[src/hw/rtl/cset_pkg.sv]
// Shared types and constants for the cache set replacement block.
package cset_pkg;

    localparam int TAG_W  = 32;
    localparam int TIME_W = 32;
    localparam int CFG_W  = 4;
    localparam int CFG_IDX_W = 2;

    typedef enum logic [1:0] {
        MODE_LOOKUP = 2'd0,
        MODE_INSERT = 2'd1,
        MODE_TOUCH  = 2'd2,
        MODE_DIRTY  = 2'd3
    } mode_t;

    localparam logic [CFG_IDX_W-1:0] REG_REPLACE_FIFO  = 2'd0;
    localparam logic [CFG_IDX_W-1:0] REG_WRITE_THROUGH = 2'd1;
    localparam logic [CFG_IDX_W-1:0] REG_WAYS_IN_USE   = 2'd2;

    localparam logic [CFG_W-1:0] WAYS_IN_USE_RESET = 4'd8;

    typedef struct packed {
        logic [1:0]        mode;
        logic [TAG_W-1:0]  tag;
        logic [TIME_W-1:0] now;
    } cset_in_t;

    typedef struct packed {
        logic             hit;
        logic             evicted;
        logic [TAG_W-1:0] victim_tag;
        logic             writeback;
    } cset_out_t;

    // Victim candidate handed from cell to cell
    typedef struct packed {
        logic              found;
        logic [TIME_W-1:0] key;
        logic [TAG_W-1:0]  tag;
    } cand_t;

    // Update command to one cell
    typedef struct packed {
        logic load;
        logic kill;
        logic touch;
        logic mark;
    } cell_ctl_t;

    // Status reported by one cell
    typedef struct packed {
        logic valid;
        logic dirty;
        logic hit;
        logic vhit;
    } cell_stat_t;

endpackage

[src/hw/rtl/cache_set_fifo_lru_replace.sv]
// Cache set with FIFO or LRU replacement: a row of way cells and the sequencing control.
// IDLE takes the input transaction and LOOK registers the result; an insert that evicts
//   first runs SCAN and then COMMIT, as the victim candidate walks the row one cell a cycle.
// A new transaction is taken only in IDLE, after the last one has been committed.
// Reset clears all valid and dirty bits, the occupancy count and the registers
//   (FIFO off, write-back, eight ways in use); tags and time stamps are left as they are.
module cache_set_fifo_lru_replace
    import cset_pkg::*;
#(
    parameter int WAYS = 8
)
(
    input  logic                 clk,
    input  logic                 rst_n,
    input  logic                 in_valid,
    output logic                 in_ready,
    input  cset_in_t             in_data,
    output logic                 out_valid,
    input  logic                 out_ready,
    output cset_out_t            out_data,
    input  logic                 cfg_en,
    input  logic [CFG_IDX_W-1:0] cfg_index,
    input  logic [CFG_W-1:0]     cfg_data
);

    localparam int CNT_W = (WAYS > 1) ? $clog2(WAYS) : 1;
    localparam int OCC_W = $clog2(WAYS + 1);

    typedef enum logic [3:0] {
        S_IDLE   = 4'b0001,
        S_LOOK   = 4'b0010,
        S_SCAN   = 4'b0100,
        S_COMMIT = 4'b1000
    } state_t;

    state_t           state_reg, state_next;
    logic [CNT_W-1:0] cnt_reg, cnt_next;
    logic [OCC_W-1:0] occ_reg, occ_next;
    cset_in_t         item_reg;
    logic             replace_fifo_reg;
    logic             write_through_reg;
    logic [CFG_W-1:0] ways_in_use_reg;
    logic             out_valid_reg, out_valid_next;
    cset_out_t        out_reg, out_next;

    cell_ctl_t        ctl  [WAYS];
    cell_stat_t       stat [WAYS];
    cand_t            cand [WAYS+1];

    logic [WAYS-1:0]  hit_vec, vhit_vec, valid_vec, dirty_vec, free_vec, sel_vec;
    logic             hit, evict, out_free, need_scan, do_commit, is_insert;
    logic [7:0]       cap, occ_wide;

    assign cand[0] = '0;

    for (genvar k = 0; k < WAYS; k++)
    begin : g_cell
        cset_cell u_cell (
            .clk        (clk),
            .rst_n      (rst_n),
            .fifo       (replace_fifo_reg),
            .item_tag   (item_reg.tag),
            .now        (item_reg.now),
            .victim_tag (cand[WAYS].tag),
            .ctl        (ctl[k]),
            .cand_in    (cand[k]),
            .cand_out   (cand[k+1]),
            .stat       (stat[k])
        );
    end

    always_comb
    begin
        for (int k = 0; k < WAYS; k++)
        begin
            hit_vec[k]   = stat[k].hit;
            vhit_vec[k]  = stat[k].vhit;
            valid_vec[k] = stat[k].valid;
            dirty_vec[k] = stat[k].dirty;
        end
    end

    // Clamp capacity to the range one to WAYS
    always_comb
    begin
        if (ways_in_use_reg == '0)
            cap = 8'd1;
        else if ({4'b0000, ways_in_use_reg} > 8'(WAYS))
            cap = 8'(WAYS);
        else
            cap = {4'b0000, ways_in_use_reg};
    end

    assign occ_wide  = 8'(occ_reg);
    assign hit       = |hit_vec;
    assign is_insert = (item_reg.mode == MODE_INSERT);
    assign need_scan = is_insert && !hit && (occ_wide >= cap);
    assign out_free  = !out_valid_reg || out_ready;
    assign evict     = (state_reg == S_COMMIT) && cand[WAYS].found;
    assign do_commit = out_free && (((state_reg == S_LOOK) && !need_scan) ||
                                    (state_reg == S_COMMIT));

    // Lowest free way after the victim has been dropped
    assign free_vec = ~valid_vec | (evict ? vhit_vec : '0);
    assign sel_vec  = free_vec & (~free_vec + WAYS'(1));

    always_comb
    begin
        for (int k = 0; k < WAYS; k++)
        begin
            ctl[k].load  = do_commit && is_insert && (hit ? hit_vec[k] : sel_vec[k]);
            ctl[k].kill  = do_commit && is_insert && !hit && evict && vhit_vec[k];
            ctl[k].touch = do_commit && (item_reg.mode == MODE_TOUCH) && hit_vec[k];
            ctl[k].mark  = do_commit && (item_reg.mode == MODE_DIRTY) && hit_vec[k];
        end
    end

    always_comb
    begin
        state_next = state_reg;
        cnt_next   = '0;
        case (state_reg)
            S_IDLE:
            begin
                if (in_valid)
                    state_next = S_LOOK;
            end
            S_LOOK:
            begin
                if (need_scan)
                    state_next = S_SCAN;
                else if (do_commit)
                    state_next = S_IDLE;
            end
            S_SCAN:
            begin
                cnt_next = cnt_reg + CNT_W'(1);
                if (cnt_reg == CNT_W'(WAYS - 1))
                begin
                    cnt_next   = '0;
                    state_next = S_COMMIT;
                end
            end
            S_COMMIT:
            begin
                if (do_commit)
                    state_next = S_IDLE;
            end
            default:
            begin
                state_next = S_IDLE;
            end
        endcase
    end

    always_comb
    begin
        occ_next = occ_reg;
        if (do_commit && is_insert && !hit && !evict)
            occ_next = occ_reg + OCC_W'(1);
    end

    always_comb
    begin
        out_valid_next = out_valid_reg;
        out_next       = out_reg;
        if (out_ready)
            out_valid_next = 1'b0;
        if (do_commit)
        begin
            out_valid_next      = 1'b1;
            out_next.hit        = hit;
            out_next.evicted    = evict;
            out_next.victim_tag = evict ? cand[WAYS].tag : '0;
            out_next.writeback  = evict && !write_through_reg && |(vhit_vec & dirty_vec);
        end
    end

    always_ff @(posedge clk or negedge rst_n)
    begin
        if (!rst_n)
        begin
            state_reg         <= S_IDLE;
            cnt_reg           <= '0;
            occ_reg           <= '0;
            out_valid_reg     <= 1'b0;
            replace_fifo_reg  <= 1'b0;
            write_through_reg <= 1'b0;
            ways_in_use_reg   <= WAYS_IN_USE_RESET;
        end
        else
        begin
            state_reg     <= state_next;
            cnt_reg       <= cnt_next;
            occ_reg       <= occ_next;
            out_valid_reg <= out_valid_next;
            if (cfg_en)
            begin
                case (cfg_index)
                    REG_REPLACE_FIFO:  replace_fifo_reg  <= cfg_data[0];
                    REG_WRITE_THROUGH: write_through_reg <= cfg_data[0];
                    REG_WAYS_IN_USE:   ways_in_use_reg   <= cfg_data;
                    default:           ;
                endcase
            end
        end
    end

    always_ff @(posedge clk)
    begin
        out_reg <= out_next;
        if (in_valid && in_ready)
            item_reg <= in_data;
    end

    assign in_ready  = (state_reg == S_IDLE);
    assign out_valid = out_valid_reg;
    assign out_data  = out_reg;

`ifndef NO_ASSERTIONS
    a_occ_matches_valid: assert property (@(posedge clk) disable iff (!rst_n)
        $countones(valid_vec) == int'(occ_reg))
        else $error("occupancy count disagrees with valid entries");

    a_tag_unique: assert property (@(posedge clk) disable iff (!rst_n)
        $onehot0(hit_vec))
        else $error("tag present in more than one way");

    a_victim_found: assert property (@(posedge clk) disable iff (!rst_n)
        (state_reg == S_COMMIT) |-> (cand[WAYS].found && $onehot(vhit_vec)))
        else $error("victim search ended without a unique victim");

    a_writeback_needs_evict: assert property (@(posedge clk) disable iff (!rst_n)
        (out_valid && out_data.writeback) |-> out_data.evicted)
        else $error("write-back flagged without eviction");
`endif

endmodule

[src/hw/rtl/cset_cell.sv]
// One way of the set: entry storage, tag compare and one step of the victim search.
module cset_cell
    import cset_pkg::*;
(
    input  logic              clk,
    input  logic              rst_n,
    input  logic              fifo,
    input  logic [TAG_W-1:0]  item_tag,
    input  logic [TIME_W-1:0] now,
    input  logic [TAG_W-1:0]  victim_tag,
    input  cell_ctl_t         ctl,
    input  cand_t             cand_in,
    output cand_t             cand_out,
    output cell_stat_t        stat
);

    logic              valid_reg;
    logic              dirty_reg;
    logic [TAG_W-1:0]  tag_reg;
    logic [TIME_W-1:0] load_reg;
    logic [TIME_W-1:0] access_reg;
    cand_t             cand_reg;
    cand_t             cand_next;
    logic [TIME_W-1:0] own_key;
    logic              better;

    assign own_key = fifo ? load_reg : access_reg;

    // A valid entry takes over if none found yet, or older, or as old with a smaller tag
    always_comb
    begin
        better = valid_reg && (!cand_in.found || (own_key < cand_in.key) ||
                 ((own_key == cand_in.key) && (tag_reg < cand_in.tag)));
        cand_next = cand_in;
        if (better)
        begin
            cand_next.found = 1'b1;
            cand_next.key   = own_key;
            cand_next.tag   = tag_reg;
        end
    end

    always_ff @(posedge clk or negedge rst_n)
    begin
        if (!rst_n)
        begin
            valid_reg <= 1'b0;
            dirty_reg <= 1'b0;
            cand_reg  <= '0;
        end
        else
        begin
            cand_reg <= cand_next;
            if (ctl.load)
            begin
                valid_reg <= 1'b1;
                dirty_reg <= 1'b0;
            end
            else if (ctl.kill)
            begin
                valid_reg <= 1'b0;
                dirty_reg <= 1'b0;
            end
            else if (ctl.mark)
            begin
                dirty_reg <= 1'b1;
            end
        end
    end

    always_ff @(posedge clk)
    begin
        if (ctl.load)
        begin
            tag_reg    <= item_tag;
            load_reg   <= now;
            access_reg <= now;
        end
        else if (ctl.touch)
        begin
            access_reg <= now;
        end
    end

    assign cand_out   = cand_reg;
    assign stat.valid = valid_reg;
    assign stat.dirty = dirty_reg;
    assign stat.hit   = valid_reg && (tag_reg == item_tag);
    assign stat.vhit  = valid_reg && (tag_reg == victim_tag);

endmodule
[config.mk]
export PLATFORM = sky130hd
export DESIGN_NAME = cache_set_fifo_lru_replace
export DESIGN_NICKNAME = d
export VERILOG_FILES = /design/src/hw/rtl/cset_pkg.sv /design/src/hw/rtl/cache_set_fifo_lru_replace.sv /design/src/hw/rtl/cset_cell.sv
export SDC_FILE = /design/constraint.sdc
export NUM_CORES = 2
export LEC_CHECK = 0
export BUFFER_PORTS_ARGS = -buffer_cell sky130_fd_sc_hd__buf_2
export CORE_MARGIN = 3
export CORE_UTILIZATION = 53
export CTS_BUF_LIST = sky130_fd_sc_hd__clkbuf_8
export DETAILED_ROUTE_END_ITERATION = 10
export PLACE_DENSITY = 0.75
export SKIP_LAST_GASP = 1
export SLEW_MARGIN = 10
export SYNTH_ARGS = -nofsm -noshare
export SYNTH_HDL_FRONTEND = slang
export SYNTH_SLANG_ARGS = --single-unit
[constraint.sdc]
create_clock -name clk -period 16.3 [get_ports clk]
set_input_delay 1.63 -clock clk [delete_from_list [all_inputs] [get_ports clk]]
set_output_delay 1.63 -clock clk [all_outputs]
set_load 0.01 [all_outputs]
==> impl_metrics.yaml <==
routing:
  drt_iter0_markers: 4264
  wl_mm: 189
  via_per_inst: 6.00
  vias: 43600
  drt-pass1-iter-count: 8
  antenna_left: 0
  avgRoutedWirePerCell_um: 26.0
  route.detailed.drc: 0
finish:
  nFillCells: 9867
  fin_nets: 5940
  area_growth_pct: 10.8
  drive_above_1_share_pct: 20.5
  largest_register_ff_count: 488
timing:
  finalSetupViolations: 0
  final_hold_viol_count: 0
  max_freq_mhz: 161
  slew_headroom_pct: 6.09
  period_needed_ns: 6.20
  period_share_pct: 38.0
  skew_ns: 0.0614
  timing.setup.tns_ns: 0
  grt_setup_unrepaired: "no"
  slew_viol_final: 0
  worst_pin_slew_ns: 1.40
  layout_setup_ws_ns: 10.10
run_status:
  status: "complete, no violations"
min_path:
  hp-class: "reg2reg"
setup_path:
  critPathRequiredTime_ns: 17.09
  cp.arrival_ns: 6.99
  cp_max_fo: 128
  crit_type: "reg2reg"
  cp-start-kind: "flop"
  crit_path_end_kind: "flop"
clock_network:
  clockBufferDepth: 3
  root_buffer: "clkbuf_8"
  insertion_delay_ns: 0.95
  cts_sinks: 1391
  path_clk_slew_ns: 0.06
  cts_resized: 0
  numCtsBuffers: 219
  tritoncts: "yes"
  post_cts_buffers: 0
  postCtsHoldBufs: 0
  htreeDepth: 4
logic_synthesis:
  ys.flop_type: "edfxtp_1"
  syn_nets: 5709
  postSynthAreaPerCell_um2: 13.1
  synth_area_um2: 68100
  synth_edf_count: 869
  synth_compound_area_share_pct: 6.25
  ys_types: 71
  synth_xor_area_share_pct: 6.52
  ys_ff_latch: 1391
  yosysWarnings: 0
  synthMuxAreaShare_pct: 10.1
  synth_top_family_by_area: "multiplexers"
  synth_fa_ha_area_share_pct: 8.23
  seq_area_frac_synth_pct: 57.5
  yosys.area_share.simple_pct: 7.59
  netlist_instances: 5184
  async_flop_share_pct: 37.5
global_routing:
  grt_max_degree: 129
  grt_pass1_vias: 44100
  use_met2_pct: 43.2
  grtUsageMet3_pct: 5.16
  grt_busiest_layer: "met2"
  grt_use_total_pct: 28.6
  overflow: 0
  grt_first_pass_wirelength_mm: 281
  antenna_found_initial: 7
  grt.met1_usage_pct: 41.5
floorplanning:
  core_um2: 127000
  pin_count: 114
  placement_rows: 130
  start_util_pct: 53.8
  die_x_um: 365
  die_h_um: 365
  die-area_um2: 133000
pwr:
  powerDensity_nw_per_um2: 151
  peakVddDrop_mv: 0.0956
  p_leak_nw: 29.9
place:
  dp_slack_ns: 10.07
  detailed_place_hpwl_mm: 132
  io_buffers: 113
  finalWeightedCongestion: 0.972
run:
  maxCapViolCount: 0
-- per-layer routing --
metal	up-vias	part of all wire, %
met5	-	0
met1	21700	44
met4	0	3.7
met2	1943	44
li1	19500	-
met3	425	8.2
-- critical path, cell delays in order (launching register included) --
cell,delay [ns]
dfrtp_4,0.80
buf_12,0.55
mux2_2,0.44
ha_1,0.30
nand4_1,0.19
or4_1,0.61
or4_1,0.51
nor4_1,0.25
o21ai_1,0.16
a31oi_4,0.96
buf_4,0.59
mux2_2,0.40
-- cell usage in the layout (no fill, tap or decap), types with 137 or more instances in the layout --
master    count
clkbuf_8    255
dfrtp_1     517
edfxtp_1    869
ha_1        448
inv_1       540
mux2_2      557
nand2_1     137
nand4_1     169
xnor2_1     261
xor2_1      246
-- Yosys cell counts, drive strengths merged (77+ instances only) --
cell type  number  area [um2]
a21o          102         766
a21oi         105         529
clkbuf        155         582
dfrtp         520       13000
edfxtp        869       26100
ha            448        5610
inv           464        1740
mux2          569        6410
nand2         137         514
nand3         127         636
nand4         169        1060
nor2           77         289
nor4          109         682
o211ai         80         601
o21ai          87         435
xnor2         261        2290
xor2          246        2150
-- layout make-up --
| type | instances | area [um2] | share of cell area, % |
|---|---|---|---|
| sequential | 1391 | 39200 | 51.9 |
| multi-input combinational | 3120 | 26600 | 35.2 |
| clock buffer | 255 | 3510 | 4.65 |
| tap | 1650 | 2060 | 2.73 |
| inverter | 464 | 1740 | 2.31 |
| timing repair buffer | 219 | 1380 | 1.83 |
| clock inverter | 161 | 1060 | 1.40 |
| antenna | 2 | 5.00 | 0.00663 |
-- kinds of logic after synthesis --
logic type | count (synthesis)
buffers and inverters | 673
adders and majority gates | 448
xor gates and xnor gates | 507
DFF | 1391
AOI/OAI and AO/OA | 621
and+or+nand+nor | 929
muxes | 615
-- power by group --
group	internal [mW]	switching (mW)	total, mW
Combinational	1.37	1.97	3.35
Sequential	4.43	0.582	5.02
Clock	1.61	1.42	3.03
Total	7.42	3.97	11.4
-- path summary, 6_finish.rpt --
check,from,end,slack [ns],depth (start not counted)
hold reg to reg,cnt_reg[0],cnt_reg[0],0.44,1
hold / removal,cnt_reg[0],cnt_reg[0],0.44,1
max in group asynchronous,rst_n,g_cell[4].u_cell.cand_out[62],11.85,5
setup / recovery,replace_fifo_reg,g_cell[4].u_cell.cand_out[29],10.10,11
setup reg to reg,replace_fifo_reg,g_cell[4].u_cell.cand_out[29],10.10,11
min in group asynchronous,rst_n,g_cell[0].u_cell.cand_out[10],0.67,1
-- metrics by stage --
stage | cells | total power, mW | cell area (um2) | util (%) | hold slack (ns)
after CTS | 7260 | 11.4 | 75500 | 59.7 | 0.439
after floorplan | 5184 | 7.07 | 68100 | - | 0.409
after global placement | 6844 | 8.22 | 70900 | 56.0 | 0.422
final | 7262 | 11.4 | 75500 | 59.7 | 0.440
after detailed placement | 6844 | 8.33 | 70900 | 56.0 | 0.427
after global routing | 7262 | 12.0 | 75500 | 59.7 | 0.466
(Power assumes the default switching activity.)
